### src/rtl/mesh_vertex_neighbour_smoothing_core_defines.svh
// ---------------------------------------------------------------------------
// mesh vertex smoothing core assertion macros
// shared property wrappers clocked on clk and disabled while arst_n is low
// ---------------------------------------------------------------------------
`ifndef MESH_VERTEX_NEIGHBOUR_SMOOTHING_CORE_DEFINES_SVH
`define MESH_VERTEX_NEIGHBOUR_SMOOTHING_CORE_DEFINES_SVH

// same-cycle implication
`define MVNS_ASSERT_IMP(name, ante, cons, msg) \
	name: assert property (@(posedge clk) disable iff (!arst_n) (ante) |-> (cons)) \
		else $error(msg);

// next-cycle implication
`define MVNS_ASSERT_NXT(name, ante, cons, msg) \
	name: assert property (@(posedge clk) disable iff (!arst_n) (ante) |=> (cons)) \
		else $error(msg);

`endif

### src/rtl/mvns_pkg.sv
`timescale 1ns / 1ps
// ---------------------------------------------------------------------------
// mvns_pkg
// widths, codes, control bundle and reciprocal table of the smoothing core
// ---------------------------------------------------------------------------
package mvns_pkg;

	localparam int MAX_VERTICES = 4096;
	localparam int VIDX_W       = $clog2(MAX_VERTICES);
	localparam int VCNT_W       = VIDX_W + 1;
	localparam int HEIGHT_W     = 16;
	localparam int NB_MAX       = 6;
	localparam int NBC_W        = 3;
	localparam int NBSEL_W      = $clog2(NB_MAX);
	// neighbour sum needs three extra bits for six terms
	localparam int ACC_W        = HEIGHT_W + 3;
	localparam int MAG_W        = ACC_W - 1;
	// reciprocal scale: error stays below one half for any magnitude
	localparam int RECIP_SHIFT  = MAG_W + 1;
	localparam int RECIP_W      = RECIP_SHIFT + 1;
	localparam int PROD_W       = MAG_W + RECIP_W;

	typedef enum logic [1:0] {
		OP_LOAD   = 2'd0,
		OP_SMOOTH = 2'd1,
		OP_READ   = 2'd2
	} op_t;

	typedef enum logic [1:0] {
		STAT_OK        = 2'd0,
		STAT_BAD_VERTEX = 2'd1,
		STAT_BAD_NB    = 2'd2
	} status_t;

	typedef enum logic [3:0] {
		S_IDLE,
		S_DISPATCH,
		S_READ_WAIT,
		S_ROW,
		S_GATHER,
		S_DRAIN,
		S_MUL,
		S_FIX,
		S_FIN,
		S_WRITE
	} state_t;

	// one stored neighbour row
	typedef struct packed {
		logic [NBC_W-1:0]              cnt;
		logic [NB_MAX-1:0][VIDX_W-1:0] nb;
	} nb_row_t;

	// sequencer to arithmetic unit
	typedef struct packed {
		logic clear_en;
		logic own_en;
		logic acc_en;
		logic mul_en;
		logic fix_en;
		logic fin_en;
	} dp_ctl_t;

	// floor(2^RECIP_SHIFT / c), zero for counts that mean nothing
	function automatic logic [RECIP_W-1:0] recip(input logic [NBC_W-1:0] c);
		logic [RECIP_W-1:0] r;
		unique case (c)
			3'd1:    r = RECIP_W'((64'd1 << RECIP_SHIFT) / 1);
			3'd2:    r = RECIP_W'((64'd1 << RECIP_SHIFT) / 2);
			3'd3:    r = RECIP_W'((64'd1 << RECIP_SHIFT) / 3);
			3'd4:    r = RECIP_W'((64'd1 << RECIP_SHIFT) / 4);
			3'd5:    r = RECIP_W'((64'd1 << RECIP_SHIFT) / 5);
			3'd6:    r = RECIP_W'((64'd1 << RECIP_SHIFT) / 6);
			default: r = '0;
		endcase
		return r;
	endfunction

endpackage

### src/rtl/mvns_dpath.sv
`timescale 1ns / 1ps
// ---------------------------------------------------------------------------
// mvns_dpath
// shared arithmetic unit: neighbour accumulate, mean by reciprocal, halving
// ---------------------------------------------------------------------------
module mvns_dpath import mvns_pkg::*; (
	input  logic                       clk,
	input  dp_ctl_t                    ctl,
	input  logic signed [HEIGHT_W-1:0] rd_height,
	input  logic [NBC_W-1:0]           nb_cnt,
	output logic signed [HEIGHT_W-1:0] new_height
);

	logic signed [ACC_W-1:0]    acc_q;
	logic signed [HEIGHT_W-1:0] own_q;
	logic [MAG_W-1:0]           mag_s1;
	logic                       neg_s1;
	logic [PROD_W-1:0]          prod_s1;
	logic [MAG_W-1:0]           quot_s2;
	logic                       neg_s2;
	logic signed [HEIGHT_W-1:0] result_q;

	logic signed [ACC_W-1:0]    acc_abs;
	logic [MAG_W-1:0]           quot_est;
	logic [MAG_W+NBC_W-1:0]     quot_x_cnt;
	logic [MAG_W+NBC_W-1:0]     remainder;
	logic signed [ACC_W-1:0]    mean;
	logic signed [ACC_W-1:0]    total;

	// accumulate neighbour heights, capture own height
	always_ff @(posedge clk) begin
		if (ctl.clear_en) begin
			acc_q <= '0;
		end else if (ctl.acc_en) begin
			acc_q <= acc_q + ACC_W'(rd_height);
		end
		if (ctl.own_en) begin
			own_q <= rd_height;
		end
	end

	// magnitude times reciprocal of the count
	assign acc_abs = acc_q[ACC_W-1] ? -acc_q : acc_q;

	always_ff @(posedge clk) begin
		if (ctl.mul_en) begin
			mag_s1  <= acc_abs[MAG_W-1:0];
			neg_s1  <= acc_q[ACC_W-1];
			prod_s1 <= PROD_W'(acc_abs[MAG_W-1:0]) * PROD_W'(recip(nb_cnt));
		end
	end

	// estimate is exact or one short; one compare corrects it
	assign quot_est   = prod_s1[RECIP_SHIFT+MAG_W-1:RECIP_SHIFT];
	assign quot_x_cnt = (MAG_W+NBC_W)'(quot_est) * (MAG_W+NBC_W)'(nb_cnt);
	assign remainder  = (MAG_W+NBC_W)'(mag_s1) - quot_x_cnt;

	always_ff @(posedge clk) begin
		if (ctl.fix_en) begin
			neg_s2 <= neg_s1;
			if (nb_cnt == '0) begin
				quot_s2 <= '0;
			end else if (remainder >= (MAG_W+NBC_W)'(nb_cnt)) begin
				quot_s2 <= quot_est + 1'b1;
			end else begin
				quot_s2 <= quot_est;
			end
		end
	end

	// own plus signed mean, then arithmetic halving
	assign mean  = neg_s2 ? -signed'({1'b0, quot_s2}) : signed'({1'b0, quot_s2});
	assign total = ACC_W'(own_q) + mean;

	always_ff @(posedge clk) begin
		if (ctl.fin_en) begin
			result_q <= total[HEIGHT_W:1];
		end
	end

	assign new_height = result_q;

endmodule

### config.mk
export PLATFORM = sky130hd
export DESIGN_NAME = mvns_dpath
export DESIGN_NICKNAME = d
export VERILOG_FILES = /design/src/rtl/mesh_vertex_neighbour_smoothing_core_defines.svh /design/src/rtl/mvns_pkg.sv /design/src/rtl/mvns_dpath.sv
export SDC_FILE = /design/constraint.sdc
export NUM_CORES = 1
export LEC_CHECK = 0
export ABC_AREA = 1
export ABC_CLOCK_PERIOD_IN_PS = 9750
export BUFFER_PORTS_ARGS = -buffer_cell sky130_fd_sc_hd__buf_2
export CORE_MARGIN = 3
export CORE_UTILIZATION = 66
export CTS_CLUSTER_SIZE = 30
export DETAILED_ROUTE_END_ITERATION = 10
export PLACE_DENSITY = 0.87
export SETUP_SLACK_MARGIN = 0.05
export SLEW_MARGIN = 25
export SYNTH_ARGS = -nofsm -noshare
export SYNTH_HDL_FRONTEND = slang
export SYNTH_SLANG_ARGS = --single-unit
### constraint.sdc
create_clock -name clk -period 9.75 [get_ports clk]
set_input_delay 0.975 -clock clk [delete_from_list [all_inputs] [get_ports clk]]
set_output_delay 0.975 -clock clk [all_outputs]
set_load 0.01 [all_outputs]
==> results.yml, run 1 <==
run_status:
  run_status: "complete, no violations"
cts:
  clock-sinks: 106
  cts_made_buffers: 9
  cts-root-to-sink-buffers: 2
  cts_max_level: 3
  cts_resized: 0
  tritoncts: "built"
  worstSkewPairLatency_ns: 0.37
  postCtsSetupRepairBufs: 0
  cts-root-buf: "sky130_fd_sc_hd__clkbuf_16"
  post_cts_hold_buffer_count: 0
  path_clk_slew_ns: 0.09
final_layout:
  design.final.nets: 2516
  final_core_util: 0.712
  layout.cells.most_common_list: "474 x sky130_fd_sc_hd__inv_1, 409 x sky130_fd_sc_hd__nand2_1, 220 x sky130_fd_sc_hd__fa_1"
  insertedDiodeCount: 0
  drive_above_1_share: 0.0499
  most_common_library_cell_in_the_layout_ignoring_fill_and_taps: "sky130_fd_sc_hd__inv_1"
  multi_input_area_um2: 11800
  filler_cell_count: 1971
  syn2layout_area_growth_pct: 4.50
  stdcell_area_um2: 17600
  seqCellArea_um2: 2990
  final-instance-count-excl-fill: 2428
critical_path:
  worst_r2r_startpoint: "acc_q[0]"
  cp-endpoint: "prod_s1[29]"
  cp_data_arrival_time_ns: 8.42
  timing.critical_path.from: "acc_q[0]"
  worst_setup_path_end_kind: "flip-flop"
  cp_data_required_time_ns: 9.87
  worstReg2RegEnd: "prod_s1[29]"
  crit_path_start_kind: "flip-flop"
  critical_path.max_stage_delay_ns: 0.62
  criticalPathCategory: "reg -> reg"
  critPathMaxFanout: 8
  regToRegSetupSlack_ns: 1.46
  worst-r2r-cell-count: 31
  critPathSlowestCell: "sky130_fd_sc_hd__fa_1"
global_routing:
  grt.total_usage: 0.348
  first_global_vias: 14325
  grt_start_max_net_pins: 38
  grt_overflow_total: 0
  first_pass_grt_wire_length_um: 73100
  grt_antenna_before_repair: 0
die:
  die-area_um2: 27400
  core_area_um2: 24700
  initial_core_utilization: 0.681
  design.portCount: 42
  chipWidth_um: 166
  die_extent_in_y_um: 166
  placementRows: 57
timing:
  layout_worst_path_cycle_share: 0.850
  setup-tns-final_ns: 0
  final-max-slew-violation-count: 0
  grt_setup_unrepaired: "false"
  setup_viol_count_final: 0
  max-slew-margin-rel: 0.396
  timing.fmax_mhz: 121
  final_worst_path_period_need_ns: 8.29
  worst_pin_slew_ns: 0.902
  skew_ns: 0.0164
  hold_viol: 0
hold_path:
  hp-class: "reg -> reg"
pwr:
  power.sequential.fraction: 0.156
  power_switching_share: 0.564
  power.ir.vdd_worst_uv: 329
  p_int_mw: 2.39
  p_total_mw: 5.49
  clock_power_share: 0.068
  power.density_cell_area_nw_per_um2: 313
  switching_power_mw: 3.10
  total_leakage_power_nw: 9.20
  p_comb_frac: 0.776
placement:
  post-dp-hpwl_um: 38500
  dp.cells: 2412
  placedInstanceArea_um2: 17300
  gp_congestion: 0.992
  portBuffers: 41
synth:
  ys_seq_elements: 106
  syn_inst: 2080
  yosysWarnings: 0
  mappedNetlistArea_um2: 16800
  sequential_to_total_area_share_from_yosys_stat: 0.178
  mappedNetlistNets: 2497
  synth.top_cell.area_share: 0.262
  mean_post_synth_cell_area_um2: 8.08
  synth.area.top_cells: "sky130_fd_sc_hd__fa_1 26%, sky130_fd_sc_hd__edfxtp_1 16%, sky130_fd_sc_hd__ha_1 13%, sky130_fd_sc_hd__inv_1 11%, sky130_fd_sc_hd__nand2_1 9.1%"
  synth_cell_types: 54
  synth.largest_area_cell: "sky130_fd_sc_hd__fa_1"
drt:
  wl_per_cell_um: 18.5
  firstDrtPassIters: 8
  vias_per_cell: 5.73
  drt_drc_violations_left: 0
  route.vias.total: 13904
  postRouteAntennaNets: 0
  postRouteWirelength_um: 44800
  drt_iter0_markers: 1309
job:
  max-cap-violations: 0
stage by stage:
| stage | setup WS [ns] | hold slack, ns |
|---|---|---|
| 6_report | 1.46 | 0.467 |
| 5_1_grt | 1.01 | 0.458 |
| 4_1_cts | 1.51 | 0.464 |
| 3_5_place_dp | 1.29 | 0.441 |
| 3_3_place_gp | 1.30 | 0.404 |
| 2_1_floorplan | 2.69 | 0.400 |
worst max-delay path, delay by kind of cell (launching register included):
kind                     cells  cell delay (ns)
AND/OR/NAND/NOR              7             1.02
adder cells (fa/ha/maj)      8             3.87
XOR/XNOR                     2             0.66
flip-flops                   1             0.44
AO/OA/AOI/OAI                8             1.41
buffers and inverters        6             0.64
layer usage:
| metal | global-route usage | vias up | share of wire |
|---|---|---|---|
| li1 | - | 6491 | - |
| met1 | 0.439 | 6629 | 0.39 |
| met2 | 0.596 | 636 | 0.48 |
| met3 | 0.0516 | 148 | 0.078 |
| met4 | 0.153 | 0 | 0.051 |
| met5 | 0 | - | 0 |
power groups by stage:
stage               Combinational, mW  Clock [mW]  Sequential (mW)
global route                     4.84       0.392            0.868
finish                           4.26       0.375            0.857
CTS                              4.22       0.376            0.849
detailed placement               4.19           0            0.859
floorplan                        3.25           0            0.764
global placement                 4.07           0            0.858
state kept, by name, summed over array words and instances, names as in the netlist:
register    count
acc_q          19
mag_s1         18
neg_s1          1
neg_s2          1
new_height     16
own_q          16
prod_s1        18
quot_s2        17
area by class of cell:
class,instances,area share
clock buffers,9,0.0128
clock inverters,7,0.00392
inverters,480,0.103
multi-input cells,1457,0.674
flip-flops and latches,106,0.170
well taps,324,0.0231
repair buffers,45,0.0134
logic make-up (layout without fill, tap and decap cells):
| family | after synthesis | count (layout) | synth area share |
|---|---|---|---|
| simple gates | 722 | 722 | 0.182 |
| flops | 106 | 106 | 0.178 |
| compound gates | 244 | 244 | 0.0791 |
| other cells | 1 | 1 | 0.000223 |
| buf+inv | 517 | 541 | 0.118 |
| xor+xnor | 99 | 99 | 0.0534 |
| fa+ha+maj | 391 | 391 | 0.389 |
cell usage after synthesis (all sizes together):
library cell  instances
a211oi                1
a21boi                3
a21o                  3
a21oi               128
a221oi                2
a31oi                10
a41oi                 1
and2                  1
and3                  2
buf                  15
clkbuf               22
clkinv                1
conb                  1
dfxtp                19
edfxtp               87
fa                  220
ha                  171
inv                 479
nand2               419
nand3                84
nand3b                6
nand4                15
nor2                163
nor3                 25
nor3b                 1
nor4                  4
o211ai                5
o21a                  6
o21ai                73
o21bai                5
o221ai                2
o31ai                 5
or2                   2
xnor2                38
xor2                 61
how the worst min path moves through the flow:
stage                     startpoint     end  cells after the start  slack, ns
final                         neg_s1  neg_s2                      0       0.47
after global routing          neg_s1  neg_s2                      0       0.46
after CTS                     neg_s1  neg_s2                      0       0.46
after detailed placement      neg_s1  neg_s2                      0       0.44
after global placement        neg_s1  neg_s2                      0       0.40
after floorplan               neg_s1  neg_s2                      0       0.40
Power figures use the tool's default switching activity.
==> run 2: changes to the inputs <==
--- a/config.mk
+++ b/config.mk
@@ -12,7 +12,7 @@
 export CORE_UTILIZATION = 66
 export CTS_CLUSTER_SIZE = 30
 export DETAILED_ROUTE_END_ITERATION = 10
-export PLACE_DENSITY = 0.87
+export PLACE_DENSITY_LB_ADDON = 0.08
 export SETUP_SLACK_MARGIN = 0.05
 export SLEW_MARGIN = 25
 export SYNTH_ARGS = -nofsm -noshare
==> results.yml, run 2 (same netlist as run 1, synthesis figures left out) <==
critical_path:
  cp_data_arrival_time_ns: 8.49
  critPathSlowestCell: "sky130_fd_sc_hd__nor3_1"
  cp_data_required_time_ns: 9.88
  worst_setup_path_end_kind: "flip-flop"
  critical_path.n_buffers_inverters: 9
  crit_path_frequent_cell: "sky130_fd_sc_hd__inv_1"
  critical_path.max_stage_delay_ns: 0.66
  critPathMaxFanout: 25
  crit_path_start_kind: "primary input"
  worst_path_dominant_cell_family: "adder cells"
  criticalPathCategory: "in -> reg"
global_routing:
  grt_start_max_net_pins: 38
  first_global_vias: 14083
  grt_antenna_before_repair: 0
  grt_overflow_total: 0
  grt.total_usage: 0.355
  first_pass_grt_wire_length_um: 74100
cts:
  cts-root-to-sink-buffers: 2
  cts-root-buf: "sky130_fd_sc_hd__clkbuf_16"
  path_clk_slew_ns: 0.08
  cts_max_level: 3
  postCtsSetupRepairBufs: 0
  cts_made_buffers: 9
  post_cts_hold_buffer_count: 0
  cts_resized: 0
  tritoncts: "built"
  clock-sinks: 106
  worstSkewPairLatency_ns: 0.37
drt:
  drt_iter0_markers: 1360
  firstDrtPassIters: 6
  wl_per_cell_um: 18.9
  vias_per_cell: 5.73
  drt_drc_violations_left: 0
  route.vias.total: 13897
  postRouteWirelength_um: 45900
  postRouteAntennaNets: 0
timing:
  final-max-slew-violation-count: 0
  skew_ns: 0.0177
  setup_ws_ns: 1.39
  final_worst_path_period_need_ns: 8.36
  max-slew-margin-rel: 0.333
  setup_viol_count_final: 0
  worst_pin_slew_ns: 0.997
  layout_worst_path_cycle_share: 0.858
  timing.fmax_mhz: 120
  setup-tns-final_ns: 0
  hold_viol: 0
  grt_setup_unrepaired: "false"
pwr:
  total_leakage_power_nw: 9.21
  power.density_cell_area_nw_per_um2: 316
  power.ir.vdd_worst_uv: 390
die:
  design.portCount: 42
  placementRows: 57
  core_area_um2: 24700
  die-area_um2: 27400
  chipWidth_um: 166
  die_extent_in_y_um: 166
  initial_core_utilization: 0.681
job:
  max-cap-violations: 0
placement:
  gp_congestion: 1.00
  dpl_worst_slack_ns: 1.10
  post-dp-hpwl_um: 39100
  portBuffers: 41
final_layout:
  filler_cell_count: 2000
  seqCellArea_um2: 2990
  largest_register: "acc_q"
  insertedDiodeCount: 0
  largest_reg_flops: 19
  multi_input_area_um2: 11800
  layout.cells.most_common_list: "474 x sky130_fd_sc_hd__inv_1, 409 x sky130_fd_sc_hd__nand2_1, 220 x sky130_fd_sc_hd__fa_1"
  layout_top_registers: "acc_q (19), mag_s1 (18), prod_s1 (18)"
  design.final.nets: 2515
  most_common_library_cell_in_the_layout_ignoring_fill_and_taps: "sky130_fd_sc_hd__inv_1"
  drive_above_1_share: 0.0490
  syn2layout_area_growth_pct: 4.67
hold_path:
  hp-class: "reg -> reg"
run_status:
  run_status: "complete, no violations"
==> run 2: path summary, 6_finish.rpt <==
| path | from | endpoint | slack (ns) | cells after the start |
|---|---|---|---|---|
| worst min-delay path | neg_s1 | neg_s2 | 0.46 | 0 |
| worst min register to register | neg_s1 | neg_s2 | 0.46 | 0 |
| worst max-delay path | nb_cnt[0] | prod_s1[29] | 1.39 | 27 |
| worst max register to register | acc_q[0] | prod_s1[29] | 1.63 | 31 |
==> run 2: area by class of cell <==
| class | instances | area share |
|---|---|---|
| Timing Repair Buffer | 44 | 0.0129 |
| Inverter | 480 | 0.102 |
| Clock buffer | 9 | 0.0128 |
| Sequential cell | 106 | 0.170 |
| Multi-Input combinational cell | 1457 | 0.673 |
| Tap cell | 324 | 0.0230 |
| Clock inverter | 7 | 0.00612 |
==> run 2: power by group <==
part	leakage, nW	total [mW]	switching, mW	internal (mW)
clock	0.160	0.404	0.194	0.209
combinational	8.03	4.31	2.78	1.53
sequential	1.02	0.836	0.144	0.692
total	9.21	5.55	3.12	2.43
==> run 2: routing by layer <==
layer	global-route usage	routed length, um	vias up
met5	0	0	-
met4	0.178	2650	0
met3	0.0501	3360	138
met2	0.588	21600	617
met1	0.457	18300	6638
li1	-	-	6504
==> run 2: stage by stage <==
| step | power (mW) | hold WS [ns] | utilization | cell area (um^2) | instances |
|---|---|---|---|---|---|
| global placement | 4.98 | 0.408 | 0.699 | 17300 | 2411 |
| finish | 5.55 | 0.458 | 0.713 | 17600 | 2427 |
| floorplan | 4.02 | 0.400 | - | 16800 | 2080 |
| CTS | 5.51 | 0.467 | 0.713 | 17600 | 2427 |
| global route | 6.18 | 0.476 | 0.713 | 17600 | 2427 |
| detailed placement | 5.08 | 0.434 | 0.699 | 17300 | 2411 |
==> run 3: changes to the inputs <==
--- a/config.mk
+++ b/config.mk
@@ -10,10 +10,8 @@
 export BUFFER_PORTS_ARGS = -buffer_cell sky130_fd_sc_hd__buf_2
 export CORE_MARGIN = 3
 export CORE_UTILIZATION = 66
-export CTS_CLUSTER_SIZE = 30
 export DETAILED_ROUTE_END_ITERATION = 10
-export PLACE_DENSITY_LB_ADDON = 0.08
-export SETUP_SLACK_MARGIN = 0.05
+export PLACE_DENSITY = 0.94
 export SLEW_MARGIN = 25
 export SYNTH_ARGS = -nofsm -noshare
 export SYNTH_HDL_FRONTEND = slang
==> results.yml, run 3 (same netlist as run 1, synthesis figures left out) <==
critical_path:
  worst-r2r-cell-count: 31
  crit_path_start_kind: "primary input"
  worst_setup_path_end_kind: "flip-flop"
  cp-endpoint: "prod_s1[29]"
  timing.critical_path.from: "nb_cnt[1]"
  cp_data_required_time_ns: 9.87
  cp_data_arrival_time_ns: 8.91
  critPathMaxFanout: 21
  worst_r2r_startpoint: "acc_q[0]"
  worstReg2RegEnd: "prod_s1[29]"
  criticalPathCategory: "in -> reg"
  regToRegSetupSlack_ns: 1.30
pwr:
  total_leakage_power_nw: 9.20
  power_switching_share: 0.567
  power.ir.vdd_worst_uv: 397
  clock_power_share: 0.071
  p_comb_frac: 0.776
  power.sequential.fraction: 0.153
  p_total_mw: 5.60
  switching_power_mw: 3.18
  power.density_cell_area_nw_per_um2: 319
  p_int_mw: 2.43
drt:
  drt_drc_violations_left: 0
  firstDrtPassIters: 8
  postRouteAntennaNets: 0
  postRouteWirelength_um: 46000
  route.vias.total: 14352
  drt_iter0_markers: 1930
  vias_per_cell: 5.91
  wl_per_cell_um: 18.9
cts:
  cts_resized: 0
  clock-sinks: 106
  cts-root-to-sink-buffers: 2
  post_cts_hold_buffer_count: 0
  worstSkewPairLatency_ns: 0.36
  tritoncts: "built"
  postCtsSetupRepairBufs: 0
  cts-root-buf: "sky130_fd_sc_hd__clkbuf_16"
  cts_made_buffers: 9
  cts_max_level: 3
  path_clk_slew_ns: 0.09
die:
  design.portCount: 42
  chipWidth_um: 166
  die_extent_in_y_um: 166
  initial_core_utilization: 0.681
  placementRows: 57
  die-area_um2: 27400
  core_area_um2: 24700
global_routing:
  first_global_vias: 14891
  grt_overflow_total: 0
  grt_start_max_net_pins: 38
  first_pass_grt_wire_length_um: 75700
  grt_antenna_before_repair: 0
  grt.total_usage: 0.356
final_layout:
  final_core_util: 0.712
  largest_reg_flops: 19
  syn2layout_area_growth_pct: 4.53
  final-instance-count-excl-fill: 2427
  layout_top_registers: "acc_q (19), mag_s1 (18), prod_s1 (18)"
  largest_register: "acc_q"
  layout.cells.most_common_list: "474 x sky130_fd_sc_hd__inv_1, 409 x sky130_fd_sc_hd__nand2_1, 220 x sky130_fd_sc_hd__fa_1"
  most_common_library_cell_in_the_layout_ignoring_fill_and_taps: "sky130_fd_sc_hd__inv_1"
  insertedDiodeCount: 0
  design.final.nets: 2515
  seqCellArea_um2: 2990
  filler_cell_count: 1836
  multi_input_area_um2: 11800
  drive_above_1_share: 0.0490
timing:
  setup-tns-final_ns: 0
  hold_viol: 0
  skew_ns: 0.0162
  setup_viol_count_final: 0
  worst_pin_slew_ns: 1.00
  timing.fmax_mhz: 114
  max-slew-margin-rel: 0.326
  final-max-slew-violation-count: 0
  grt_setup_unrepaired: "false"
  layout_worst_path_cycle_share: 0.901
  final_worst_path_period_need_ns: 8.79
  setup_ws_ns: 0.963
hold_path:
  hp-class: "reg -> reg"
job:
  max-cap-violations: 0
placement:
  dp.cells: 2411
  dpl_worst_slack_ns: 0.816
  portBuffers: 41
  post-dp-hpwl_um: 38600
  gp_congestion: 1.03
run_status:
  run_status: "complete, no violations"
run 3: power groups by stage:
stage / Clock, mW / Combinational [mW] / Sequential, mW
floorplan: 0 / 3.25 / 0.764
global placement: 0 / 4.08 / 0.850
detailed placement: 0 / 4.24 / 0.857
CTS: 0.395 / 4.29 / 0.847
global route: 0.412 / 4.93 / 0.865
finish: 0.395 / 4.35 / 0.857
run 3: stage by stage:
stage | cell area, um^2 | hold slack (ns)
2_1_floorplan | 16800 | 0.400
3_3_place_gp | 17300 | 0.403
3_5_place_dp | 17300 | 0.418
4_1_cts | 17600 | 0.436
5_1_grt | 17600 | 0.447
6_report | 17600 | 0.434
run 3: worst min-delay path by stage:
stage,startpoint,endpoint,depth (start not counted)
4_1_cts,neg_s1,neg_s2,0
3_5_place_dp,neg_s1,neg_s2,0
6_report,neg_s1,neg_s2,0
3_3_place_gp,neg_s1,neg_s2,0
2_1_floorplan,neg_s1,neg_s2,0
5_1_grt,neg_s1,neg_s2,0
run 3: cell type report:
type,instances,area share
Timing Repair Buffer,44,0.0130
Multi-Input combinational cell,1457,0.674
Clock buffer,10,0.0130
Inverter,480,0.103
Sequential cell,106,0.170
Clock inverter,6,0.00449
Tap cell,324,0.0231
run 3: metal layers:
metal,GRT usage,share of wire
met2,0.616,0.48
met3,0.0569,0.097
met1,0.444,0.37
met5,0,0
met4,0.154,0.053
run 3: critical path, cell delays in order:
cell	delay [ns]
sky130_fd_sc_hd__buf_2	0.36
sky130_fd_sc_hd__inv_1	0.16
sky130_fd_sc_hd__nor3_1	0.79
sky130_fd_sc_hd__inv_1	0.48
sky130_fd_sc_hd__nand2_1	0.47
sky130_fd_sc_hd__inv_1	0.28
sky130_fd_sc_hd__nor2_1	0.27
sky130_fd_sc_hd__inv_1	0.10
sky130_fd_sc_hd__fa_1	0.55
sky130_fd_sc_hd__inv_1	0.05
sky130_fd_sc_hd__fa_1	0.48
sky130_fd_sc_hd__fa_1	0.57
sky130_fd_sc_hd__fa_1	0.46
sky130_fd_sc_hd__fa_1	0.56
sky130_fd_sc_hd__inv_1	0.06
sky130_fd_sc_hd__fa_1	0.54
sky130_fd_sc_hd__inv_1	0.04
sky130_fd_sc_hd__ha_1	0.37
sky130_fd_sc_hd__a21oi_1	0.15
sky130_fd_sc_hd__inv_1	0.07
sky130_fd_sc_hd__a31oi_1	0.21
sky130_fd_sc_hd__o21ai_0	0.13
sky130_fd_sc_hd__a21oi_1	0.22
sky130_fd_sc_hd__o21ai_0	0.19
sky130_fd_sc_hd__nand2_1	0.11
sky130_fd_sc_hd__nand2_1	0.06
sky130_fd_sc_hd__xor2_1	0.15
